==> src/hdl/base64_codec_core_defines.svh <==
// Assertion macros for the base64 codec.
// Each macro expects signals named clock and reset in the module that uses it.
`ifndef BASE64_CODEC_CORE_DEFINES_SVH
`define BASE64_CODEC_CORE_DEFINES_SVH
`ifndef SYNTHESIS
// Plain invariant, checked on every rising clock edge outside reset
`define B64_ASSERT(lbl, expr) \
   lbl: assert property (@(posedge clock) disable iff (reset) (expr)) \
      else $error("base64 codec assertion failed");
// Same-cycle implication
`define B64_ASSERT_IMP(lbl, ante, cons) \
   lbl: assert property (@(posedge clock) disable iff (reset) (ante) |-> (cons)) \
      else $error("base64 codec assertion failed");
// Next-cycle implication
`define B64_ASSERT_NXT(lbl, ante, cons) \
   lbl: assert property (@(posedge clock) disable iff (reset) (ante) |=> (cons)) \
      else $error("base64 codec assertion failed");
`else
`define B64_ASSERT(lbl, expr)
`define B64_ASSERT_IMP(lbl, ante, cons)
`define B64_ASSERT_NXT(lbl, ante, cons)
`endif
`endif

==> src/hdl/b64_pkg.sv <==
`timescale 1ns / 1ps
package b64_pkg;

   // mode register codes
   localparam logic MODE_ENCODE = 1'b0;
   localparam logic MODE_DECODE = 1'b1;

   localparam logic [7:0] PAD_CHAR = 8'h3D;   // '='
   localparam logic [5:0] SIX_MASK = 6'h3F;

   // results one input item can cause at most
   localparam int MAX_RESULTS = 4;
   // default depth of the command queue between front and back
   localparam int CMD_DEPTH = 2;

   typedef struct packed {
      logic [7:0] data_in;
      logic       last_in;
   } req_type;

   typedef struct packed {
      logic [7:0] value_out;
      logic       has_data;
      logic       run_last;
      logic       message_end;
   } rsp_type;

   // one classified input item: a short list of result values
   typedef struct packed {
      logic [2:0]                   cnt;       // results in this command, 1..4
      logic [MAX_RESULTS-1:0][7:0]  val;
      logic                         has_data;  // 0 only for the end marker
      logic                         last;      // item closed the message
   } cmd_type;

   typedef struct packed {
      logic       ok;
      logic [5:0] six;
   } dec_type;

   // 6-bit group to alphabet character
   function automatic logic [7:0] enc_char(input logic [5:0] idx);
      logic [7:0] c;
      c = 8'(idx);
      if (idx < 6'd26)
         return c + 8'd65;      // A..Z
      else if (idx < 6'd52)
         return c + 8'd71;      // a..z
      else if (idx < 6'd62)
         return c - 8'd4;       // 0..9
      else if (idx == 6'd62)
         return 8'h2B;          // '+'
      else
         return 8'h2F;          // '/'
   endfunction

   // alphabet character to 6-bit group; ok low for anything else
   function automatic dec_type dec_char(input logic [7:0] c);
      dec_type d;
      d.ok  = 1'b1;
      d.six = 6'd0;
      if (c >= 8'h41 && c <= 8'h5A)
         d.six = 6'(c - 8'd65);
      else if (c >= 8'h61 && c <= 8'h7A)
         d.six = 6'(c - 8'd71);
      else if (c >= 8'h30 && c <= 8'h39)
         d.six = 6'(c + 8'd4);
      else if (c == 8'h2B)
         d.six = 6'd62;
      else if (c == 8'h2F)
         d.six = 6'd63;
      else
         d.ok = 1'b0;
      return d;
   endfunction

endpackage

==> src/hdl/b64_front.sv <==
`timescale 1ns / 1ps
`include "base64_codec_core_defines.svh"
module b64_front (
   input  logic              clock,
   input  logic              reset,
   input  logic              csr_wr_en,
   input  logic              csr_wr_data,
   input  logic              accept,
   input  b64_pkg::req_type  req,
   output logic              cmd_push,
   output b64_pkg::cmd_type  cmd
);

   logic        mode_ff, mode_in;
   logic [11:0] acc_ff, acc_in;
   logic [2:0]  pend_ff, pend_in;
   logic        pad_ff, pad_in;
   logic [1:0]  cnt4_ff, cnt4_in;

   // encode path
   logic [19:0] wide_e;
   logic [3:0]  p_e;
   logic        two_e;
   logic [2:0]  npend_e;
   logic [11:0] acc_e;
   logic        flush_e;
   logic [5:0]  flush_ch;
   logic [2:0]  nmain;
   logic [1:0]  mod_a;
   logic [1:0]  pads;
   logic [1:0][5:0] main_ch;

   // decode path
   b64_pkg::dec_type dec;
   logic        is_pad;
   logic        take_d;
   logic [17:0] wide_d;
   logic [3:0]  p_d;
   logic        emit_d;

   b64_pkg::cmd_type cmd_e, cmd_d;

   // encode: shift one byte in, emit full groups, flush and pad at the end
   always_comb begin
      wide_e   = {acc_ff[11:0], req.data_in};
      p_e      = {1'b0, pend_ff} + 4'd8;
      two_e    = (p_e == 4'd12);
      main_ch[0] = 6'(wide_e >> (p_e - 4'd6)) & b64_pkg::SIX_MASK;
      main_ch[1] = wide_e[5:0];
      npend_e  = two_e ? 3'd0 : 3'(p_e - 4'd6);
      acc_e    = wide_e[11:0];
      nmain    = two_e ? 3'd2 : 3'd1;
      flush_e  = req.last_in && (npend_e != 3'd0);
      flush_ch = 6'(acc_e << (3'd6 - npend_e));
      mod_a    = cnt4_ff + nmain[1:0] + {1'b0, flush_e};
      pads     = req.last_in ? (2'd0 - mod_a) : 2'd0;
      cmd_e.cnt      = nmain + {2'b0, flush_e} + {1'b0, pads};
      cmd_e.has_data = 1'b1;
      cmd_e.last     = req.last_in;
      for (int k = 0; k < b64_pkg::MAX_RESULTS; k++) begin
         if (3'(k) < nmain)
            cmd_e.val[k] = b64_pkg::enc_char(main_ch[k[0]]);
         else if (3'(k) == nmain && flush_e)
            cmd_e.val[k] = b64_pkg::enc_char(flush_ch);
         else
            cmd_e.val[k] = b64_pkg::PAD_CHAR;
      end
   end

   // decode: skip invalid characters, stop at the first pad
   always_comb begin
      dec    = b64_pkg::dec_char(req.data_in);
      is_pad = (req.data_in == b64_pkg::PAD_CHAR);
      take_d = !pad_ff && !is_pad && dec.ok;
      wide_d = {acc_ff, dec.six};
      p_d    = {1'b0, pend_ff} + 4'd6;
      emit_d = take_d && (p_d >= 4'd8);
      cmd_d.cnt      = (emit_d || req.last_in) ? 3'd1 : 3'd0;
      cmd_d.has_data = emit_d;
      cmd_d.last     = req.last_in;
      cmd_d.val      = '0;
      if (emit_d)
         cmd_d.val[0] = 8'(wide_d >> (p_d - 4'd8));
   end

   assign cmd      = (mode_ff == b64_pkg::MODE_DECODE) ? cmd_d : cmd_e;
   assign cmd_push = accept && (cmd.cnt != 3'd0);

   // codec state update
   always_comb begin
      mode_in = mode_ff;
      acc_in  = acc_ff;
      pend_in = pend_ff;
      pad_in  = pad_ff;
      cnt4_in = cnt4_ff;
      if (csr_wr_en) begin
         mode_in = csr_wr_data;
         acc_in  = '0;
         pend_in = '0;
         pad_in  = 1'b0;
         cnt4_in = '0;
      end else if (accept) begin
         if (req.last_in) begin
            acc_in  = '0;
            pend_in = '0;
            pad_in  = 1'b0;
            cnt4_in = '0;
         end else if (mode_ff == b64_pkg::MODE_DECODE) begin
            if (!pad_ff && is_pad)
               pad_in = 1'b1;
            if (take_d) begin
               acc_in  = wide_d[11:0];
               pend_in = emit_d ? 3'(p_d - 4'd8) : 3'(p_d);
            end
         end else begin
            acc_in  = acc_e;
            pend_in = npend_e;
            cnt4_in = cnt4_ff + nmain[1:0];
         end
      end
   end

   always_ff @(posedge clock) begin
      if (reset) begin
         mode_ff <= b64_pkg::MODE_ENCODE;
         acc_ff  <= '0;
         pend_ff <= '0;
         pad_ff  <= 1'b0;
         cnt4_ff <= '0;
      end else begin
         mode_ff <= mode_in;
         acc_ff  <= acc_in;
         pend_ff <= pend_in;
         pad_ff  <= pad_in;
         cnt4_ff <= cnt4_in;
      end
   end

   // encode keeps 0, 2 or 4 bits pending
   `B64_ASSERT_IMP(a_enc_pend, mode_ff == b64_pkg::MODE_ENCODE, !pend_ff[0] && pend_ff != 3'd6)
   // a last item always produces at least one result
   `B64_ASSERT_IMP(a_last_pushes, accept && req.last_in, cmd_push)

endmodule

==> src/hdl/b64_cmd_fifo.sv <==
`timescale 1ns / 1ps
`include "base64_codec_core_defines.svh"
module b64_cmd_fifo #(
   parameter int DEPTH = b64_pkg::CMD_DEPTH
) (
   input  logic              clock,
   input  logic              reset,
   input  logic              push,
   input  b64_pkg::cmd_type  push_cmd,
   input  logic              pop,
   output logic              full,
   output logic              empty,
   output b64_pkg::cmd_type  head
);

   localparam int PW = (DEPTH > 1) ? $clog2(DEPTH) : 1;
   localparam int CW = $clog2(DEPTH + 1);

   b64_pkg::cmd_type slot_ff [DEPTH];
   logic [PW-1:0] wr_ptr_ff, wr_ptr_in;
   logic [PW-1:0] rd_ptr_ff, rd_ptr_in;
   logic [CW-1:0] count_ff, count_in;

   assign full  = (count_ff == CW'(DEPTH));
   assign empty = (count_ff == '0);
   assign head  = slot_ff[rd_ptr_ff];

   // pointer and fill bookkeeping
   always_comb begin
      wr_ptr_in = wr_ptr_ff;
      rd_ptr_in = rd_ptr_ff;
      count_in  = count_ff;
      if (push)
         wr_ptr_in = (wr_ptr_ff == PW'(DEPTH - 1)) ? '0 : wr_ptr_ff + 1'b1;
      if (pop)
         rd_ptr_in = (rd_ptr_ff == PW'(DEPTH - 1)) ? '0 : rd_ptr_ff + 1'b1;
      if (push && !pop)
         count_in = count_ff + 1'b1;
      else if (pop && !push)
         count_in = count_ff - 1'b1;
   end

   always_ff @(posedge clock) begin
      if (reset) begin
         wr_ptr_ff <= '0;
         rd_ptr_ff <= '0;
         count_ff  <= '0;
      end else begin
         wr_ptr_ff <= wr_ptr_in;
         rd_ptr_ff <= rd_ptr_in;
         count_ff  <= count_in;
      end
   end

   // storage, no reset needed
   always_ff @(posedge clock) begin
      if (push)
         slot_ff[wr_ptr_ff] <= push_cmd;
   end

   `B64_ASSERT_IMP(a_no_overflow, push, !full || pop)
   `B64_ASSERT_IMP(a_no_underflow, pop, !empty)

endmodule

==> src/hdl/b64_back.sv <==
`timescale 1ns / 1ps
`include "base64_codec_core_defines.svh"
module b64_back (
   input  logic              clock,
   input  logic              reset,
   input  logic              cmd_empty,
   input  b64_pkg::cmd_type  head,
   output logic              cmd_pop,
   input  logic              pop,
   output logic              empty,
   output b64_pkg::rsp_type  rsp
);

   logic [1:0]        idx_ff, idx_in;
   logic              valid_ff, valid_in;
   b64_pkg::rsp_type  rsp_ff, rsp_in;
   logic              load;
   logic              at_end;

   // walk the head command one result per cycle into the output register while it is free or popped
   always_comb begin
      load     = !cmd_empty && (!valid_ff || pop);
      at_end   = ({1'b0, idx_ff} + 3'd1 == head.cnt);
      cmd_pop  = load && at_end;
      idx_in   = idx_ff;
      rsp_in   = rsp_ff;
      valid_in = valid_ff && !pop;
      if (load) begin
         idx_in             = at_end ? 2'd0 : idx_ff + 2'd1;
         rsp_in.value_out   = head.val[idx_ff];
         rsp_in.has_data    = head.has_data;
         rsp_in.run_last    = at_end;
         rsp_in.message_end = at_end && head.last;
         valid_in           = 1'b1;
      end
   end

   always_ff @(posedge clock) begin
      if (reset) begin
         idx_ff   <= '0;
         valid_ff <= 1'b0;
      end else begin
         idx_ff   <= idx_in;
         valid_ff <= valid_in;
      end
   end

   always_ff @(posedge clock) begin
      rsp_ff <= rsp_in;
   end

   assign empty = !valid_ff;
   assign rsp   = rsp_ff;

   // the walk never runs past the command's result count
   `B64_ASSERT_IMP(a_idx_range, !cmd_empty, {1'b0, idx_ff} < head.cnt)

endmodule

==> src/hdl/base64_codec_core.sv <==
`timescale 1ns / 1ps
// An item's first result is held in a command queue slot, then in the output register
// before it reaches rsp_data. One item per cycle in while full is low; an encode item
// with n results holds the back end until all n are out (avg. 4 results per 3 bytes).
// The output sets the pace: queued results leave one per cycle while pop is high.
// Reset (synchronous): mode to encode, codec state and queue cleared, output empty.
module base64_codec_core #(
   parameter int CMD_DEPTH = b64_pkg::CMD_DEPTH
) (
   input  logic              clock,
   input  logic              reset,
   input  logic              csr_wr_en,
   input  logic              csr_wr_data,
   input  logic              push,
   output logic              full,
   input  b64_pkg::req_type  req_data,
   output logic              empty,
   input  logic              pop,
   output b64_pkg::rsp_type  rsp_data
);

   logic             accept;
   logic             cmd_push;
   logic             cmd_pop;
   logic             cmd_empty;
   b64_pkg::cmd_type cmd;
   b64_pkg::cmd_type head;

   assign accept = push && !full;

   // front: track codec state, turn each item into a command
   b64_front u_front (
      .clock       (clock),
      .reset       (reset),
      .csr_wr_en   (csr_wr_en),
      .csr_wr_data (csr_wr_data),
      .accept      (accept),
      .req         (req_data),
      .cmd_push    (cmd_push),
      .cmd         (cmd)
   );

   // queue of commands between front and back
   b64_cmd_fifo #(
      .DEPTH (CMD_DEPTH)
   ) u_cmd_fifo (
      .clock    (clock),
      .reset    (reset),
      .push     (cmd_push),
      .push_cmd (cmd),
      .pop      (cmd_pop),
      .full     (full),
      .empty    (cmd_empty),
      .head     (head)
   );

   // back: emit results one transfer at a time
   b64_back u_back (
      .clock     (clock),
      .reset     (reset),
      .cmd_empty (cmd_empty),
      .head      (head),
      .cmd_pop   (cmd_pop),
      .pop       (pop),
      .empty     (empty),
      .rsp       (rsp_data)
   );

endmodule

==> config.mk <==
export PLATFORM = sky130hd
export DESIGN_NAME = base64_codec_core
export DESIGN_NICKNAME = d
export VERILOG_FILES = /design/src/hdl/b64_pkg.sv /design/src/hdl/b64_front.sv /design/src/hdl/b64_cmd_fifo.sv /design/src/hdl/b64_back.sv /design/src/hdl/base64_codec_core.sv
export VERILOG_INCLUDE_DIRS = /design/src /design/src/hdl
export SDC_FILE = /design/constraint.sdc
export NUM_CORES = 1
export LEC_CHECK = 0
export ABC_AREA = 1
export ABC_CLOCK_PERIOD_IN_PS = 5000
export BUFFER_PORTS_ARGS = -buffer_cell sky130_fd_sc_hd__buf_4
export CAP_MARGIN = 5
export CORE_UTILIZATION = 55
export CTS_CLUSTER_DIAMETER = 50
export DETAILED_ROUTE_END_ITERATION = 10
export PLACE_DENSITY = 0.75
export SYNTH_ARGS = -nofsm -noshare
export SYNTH_HDL_FRONTEND = slang
export SYNTH_SLANG_ARGS = --single-unit
==> constraint.sdc <==
create_clock -name clock -period 5 [get_ports clock]
set_input_delay 0.25 -clock clock [delete_from_list [all_inputs] [get_ports clock]]
set_output_delay 0.25 -clock clock [all_outputs]
set_load 0.01 [all_outputs]
Word level (Yosys, flattened, before mapping)
Memory sizes are Yosys's and may differ from the RTL's. A register that Yosys moved wholly into a read port is not among the register bits.
Index checks and enable logic that the tools add are counted.
{ "word_totals": {"regBits": 37, "ram_bits": 74, "input_bits": 15, "output_inout_bits": 13, "word_cells": 182, "n_memories": 1} }
{ "mem_list": {"columns": ["memory", "depth", "word_bits", "rd", "rd_clocked_by_memory_dff", "write_ports", "line_no", "rtl"], "rows": [
  ["u_cmd_fifo.slot_ff", 2, 37, 1, 1, 1, "b64_cmd_fifo.sv:19", "b64_pkg::cmd_type slot_ff [DEPTH];"]
]} }
{ "op_classes": {"n_addsub": 28, "order_cmp": 21, "n_eq_ne": 14, "shifts": 3, "n_mux": 60, "n_reduce_logical": 41} }
{ "ops": {"columns": ["op", "count"], "rows": [
  ["two-way mux 8 bit", 19],
  ["adder 6 x 7 -> 8 bit, second input constant", 6],
  ["two-way mux 37 bit", 1],
  ["< comparator 6 bit, second input constant", 6],
  ["two-way mux 12 bit", 3],
  ["two-way mux 6 bit", 5],
  ["== test 8 x 6 -> 1 bit, second input constant", 3],
  ["two-way mux 3 bit", 8],
  ["subtractor 6 x 3 -> 7 bit, second input constant", 3],
  ["logical AND 1 bit", 20],
  ["right shift 20 x 4 -> 6 bit", 1],
  ["== test 6 bit, second input constant", 3],
  ["< comparator 6 x 5 -> 1 bit, second input constant", 3],
  ["right shift 18 x 4 -> 8 bit", 1],
  ["binary-select mux 8 bit (select 2 bit)", 1],
  [">= comparator 8 x 7 -> 1 bit, second input constant", 2],
  ["less-or-equal comparator 8 x 7 -> 1 bit, second input constant", 2],
  ["two-way mux 1 bit", 16],
  ["two-way mux 2 bit", 7],
  ["<< shifter 12 x 3 -> 6 bit", 1],
  [">= comparator 8 x 6 -> 1 bit, second input constant", 1],
  ["less-or-equal comparator 8 x 6 -> 1 bit, second input constant", 1],
  ["logical NOT 1 bit", 8],
  ["adder 6 x 3 -> 6 bit, second input constant", 1],
  ["35 further kinds", 45]
]} }

Longest topological paths before layout
{ "depth": {"ltp_word": 19, "mapped_depth": 28, "ltp_nobuf": 25} }

Modules after synthesis
From an unflattened synthesis, not the netlist that was laid out.
{ "hier_totals": {"hier_cells": 979, "area_unflattened_um2": 7950.1} }
{ "modules_own_cells": {"columns": ["mod", "n_inst", "cells_each", "area_per_inst_um2", "seq_area_each_um2"], "rows": [
  ["b64_front", 1, 737, 4098.9, 380.4],
  ["b64_cmd_fifo", 1, 148, 3049.2, 2322.2],
  ["b64_back", 1, 92, 792.0, 390.4],
  ["base64_codec_core", 1, 2, 10.0, 0.0]
]} }

Least setup slack after synthesis
OpenSTA, ideal clock, no wires.
{ "synth_timing": {"kind": "register -> register", "startpoint": "reg u_front.pend_ff[1]", "endpoint": "mem u_cmd_fifo.slot_ff[1][0] (netlist name), enable pin", "setup_time_ns": 0.418, "arrival_ns": 4.559, "required_ns": 4.582, "setup_slack_ns": 0.023, "path_stages_with_launch": 22, "n_path_buf": 3, "synth_period_minus_slack_ns": 4.977, "path_cell_list": "dfxtp_1 buf_2 buf_2 nor2_1 buf_2 nor2_1 inv_1 ha_1 a21oi_1 inv_1 ha_1 nand2_1 inv_1 ha_1 a21o_1 fa_1 inv_1 nor2_1 nor2_1 nand2_1 nand2_1 nor2_1"} }
{ "synth_lines": {"columns": ["element", "line_no", "rtl"], "rows": [
  ["from (decl)", "b64_front.sv:16", "logic [2:0] pend_ff, pend_in;"],
  ["from (signal assigned)", "b64_front.sv:133", "pend_ff <= pend_in;"],
  ["to (decl)", "b64_cmd_fifo.sv:19", null]
]} }

==> reports/results.tsv <==
stage	metric	value	unit
drt	routed length per instance	15.4	um
drt	drt pass-1 iters	5	
global_routing	GR Overflow Total	0	
global_routing	largest net degree at the start of global routing	32	
setup_path	WP data required	5020	ps
drt	antenna-violating nets left	0	
synth	synth warn	0	
timing	worst rel slew slack	26.8	%
clock_network	hold_buf cts	0	
setup_path	startpoint types	flop	
synth	synthesized area per cell	7.24	sq um
power_and_ir_drop	Reg power frac	36.7	%
synth	syn nets	1020	
power_and_ir_drop	Net Sw Power	1.35	mW
setup_path	CP Cell Sequence	inv_2, ha_1, nand2_2, a21oi_1, inv_1, ha_1, nand2_1, inv_1, ha_1, a21o_1, fa_1, inv_1, nor2_1, nor2_1, nand2_1, nand2_1, nor2_2, buf_4	
clock_network	clk slew on worst S/H paths	70	ps
clock_network	clock tree sinks	98	
floorplan	Core Area	0.0126	sq mm
setup_path	slowest stage delay, CP	480	ps
global_routing	initial antenna violation count	0	
global_routing	met3 usage	5.11	%
final_layout	commonest non-fill, non-tap cell in the layout	nand2_1	
setup_path	Worst Setup End Kind	flop	
clock_network	CTS tree	yes	
final_layout	Area Overhead vs Synth	8.80	%
drt	routed vias/inst	5.72	
floorplan	die width	115	um
clock_network	CTS buffer count	9	
setup_path	CP delay by family, top	adder cells	
drt	Routed WL	18.0	mm
timing	Max Clock Freq	229	MHz
placement	Port Buf Inserts	27	
clock_network	htree depth	3	
timing	Final Hold Viols	0	
global_routing	GR Layer Usage met2	47.7	%
drt	DRC marker count from the first detailed-route iteration	617	
power_and_ir_drop	clock share of power	21.7	%
timing	# setup viols final	0	
global_routing	GRT Util Overall	28.3	%
final_layout	commonest non-fill, non-tap cells in the layout	nand2_1, nand3_1, inv_1	
drt	via count	6653	
power_and_ir_drop	LEAKAGE	3.38	nW
setup_path	CP max-delay cell	fa_1	
timing	Fin Setup TNS	0	ps
global_routing	vias in the first global route	6022	
synth	Seq/Total Area, Yosys	37.8	%
power_and_ir_drop	VDD IR-drop max	0.000188	V
timing	RSZ-0062 raised after global routing	no	
power_and_ir_drop	Int Pwr	2.01	mW
floorplan	I/O pins	28	
floorplan	Initial Util	56.2	%
clock_network	post-CTS sizing	0	
synth	Syn Inst Count	975	
final_layout	nets@finish	1031	
global_routing	GRT busiest layer	met2	
synth	Yosys reg bits	98	
clock_network	Longest Clk Path Bufs	2	
setup_path	Critical path buffers and inverters	5	
timing	final critical-path required period	4360	ps
power_and_ir_drop	logic gate share of total power	41.6	%
worst_hold_path	Hold Crit Class	input pin to flop	
floorplan	die area	0.0133	sq mm
power_and_ir_drop	Power Density	437	mW/mm^2
placement	Post-DP HPWL	13.6	mm
timing	Max Slew Vio Count	0	
timing	Hold WS	115	ps
clock_network	# Post-CTS Setup Buffers	0	
timing	Clock Skew	8.53	ps
final_layout	n_diodes	0	
floorplan	FP Rows	41	
clock_network	Root Driver	clkbuf_16	
synth	Post-synth EDFFs	71	
timing	part of the cycle the worst path needs	87.2	%
outcome	status	completed	
placement	Final GP Congestion	0.968	
synth	commonest register cell after synthesis	edfxtp_1	
synth	synth unique cells	50	
synth	Async SR Flop Fraction	0	%
clock_network	Skew-Pair Late Insertion Delay	350	ps
timing	Least-Margin Pin Slew	1090	ps
floorplan	die height	115	um
job	Max-cap violations	0	
power_and_ir_drop	switch share	40.1	%
final_layout	share of layout cells above drive strength 1	10.7	%
global_routing	met1 usage	35.8	%
drt	Residual DRC	0	
synth	area of the mapped netlist	0.00706	sq mm
setup_path	Crit Path Max Fanout	25	
setup_path	Crit Path Category	flop to flop	
setup_path	crit path DAT	4380	ps
global_routing	first-pass GRT wire length	29.0	mm
[logic make-up (layout without fill, tap and decap cells)]
group           Yosys count  count (layout)  share of synthesized area, %
simple gates            512             512                          31.9
compound gates          174             174                          14.2
buf+inv                 143             159                          8.34
flops                    98              98                          37.8
fa+ha+maj                30              30                          5.42
xor+xnor                 18              18                          2.23
[registers in the layout (all words and copies together) (netlist names), 2 cells and up, named ones only]
signal and flops:
u_back.idx_ff 2, u_front.pend_ff 3, u_front.cnt4_ff 2, u_front.acc_ff 12, u_cmd_fifo.slot_ff 60, u_back.rsp 11
u_cmd_fifo.count_ff 2
[routing by layer]
metal	wire length [um]	vias to the layer above	share of wire, %
met4	477	0	2.7
met3	984	41	5.5
li1	-	3307	-
met5	0	-	0
met2	8610	226	48
met1	7890	3079	44
[cells in the mapped netlist (5+ instances only)]
cell	n	area (sq um)
ha_1	29	363
buf_2	8	40.0
o211ai_1	11	82.6
o21ai_0	61	305
nand2_1	266	998
nand2_2	12	75.1
buf_4	5	37.5
a22oi_1	8	60.1
edfxtp_1	71	2130
o21ai_1	19	95.1
clkbuf_1	18	67.6
nand4_1	9	56.3
inv_1	88	330
xor2_1	13	114
a21oi_1	44	220
o22ai_1	11	68.8
dfxtp_1	27	541
xnor2_1	5	43.8
inv_2	16	60.1
nor2_1	72	270
nand3_1	127	636
nor2_2	5	31.3
[through the flow]
step	util, %	area, sq um	power, mW	std cells	worst slack (ps)
2_1_floorplan	-	7060	2.23	975	22.9
3_3_place_gp	58.6	7370	2.61	1147	773
3_5_place_dp	58.6	7370	2.64	1147	678
4_1_cts	61.1	7680	3.37	1163	648
5_1_grt	61.1	7680	3.59	1163	285
6_report	61.1	7680	3.36	1163	639
[final timing paths]
kind,end,from,slack [ps],depth (start not counted)
min reg2reg,u_cmd_fifo.rd_ptr_ff,u_cmd_fifo.rd_ptr_ff,490,2
min,u_back.idx_ff[1],reset,110,2
max reg2reg,u_cmd_fifo.slot_ff[0][24],u_front.pend_ff[1],640,18
max,u_cmd_fifo.slot_ff[0][24],u_front.pend_ff[1],640,18
[worst reg2reg max path, stage by stage, from the launching register on]
cell and delay [ps]:
dfxtp_1 440, inv_2 230, ha_1 390, nand2_2 100
a21oi_1 220, inv_1 110, ha_1 300, nand2_1 60
inv_1 40, ha_1 270, a21o_1 190, fa_1 480
inv_1 40, nor2_1 150, nor2_1 60, nand2_1 70
nand2_1 110, nor2_2 380, buf_4 390
[power groups by stage]
stage	combinational (mW)	sequential, mW	clock [mW]
final	1.40	1.23	0.729
after global routing	1.58	1.25	0.764
after CTS	1.40	1.24	0.739
after detailed placement	1.39	1.25	0
after global placement	1.36	1.25	0
after floorplan	0.988	1.24	0
[layout make-up]
cell class | count | area (sq um)
clock buffers | 9 | 225
clock inverters | 7 | 90.1
fillers | 1188 | 4880
inverters | 106 | 398
multi-input cells | 734 | 3810
flip-flops and latches | 98 | 2670
well taps | 172 | 215
repair buffers | 37 | 278
Note: power is estimated with default switching activity, not from simulation.
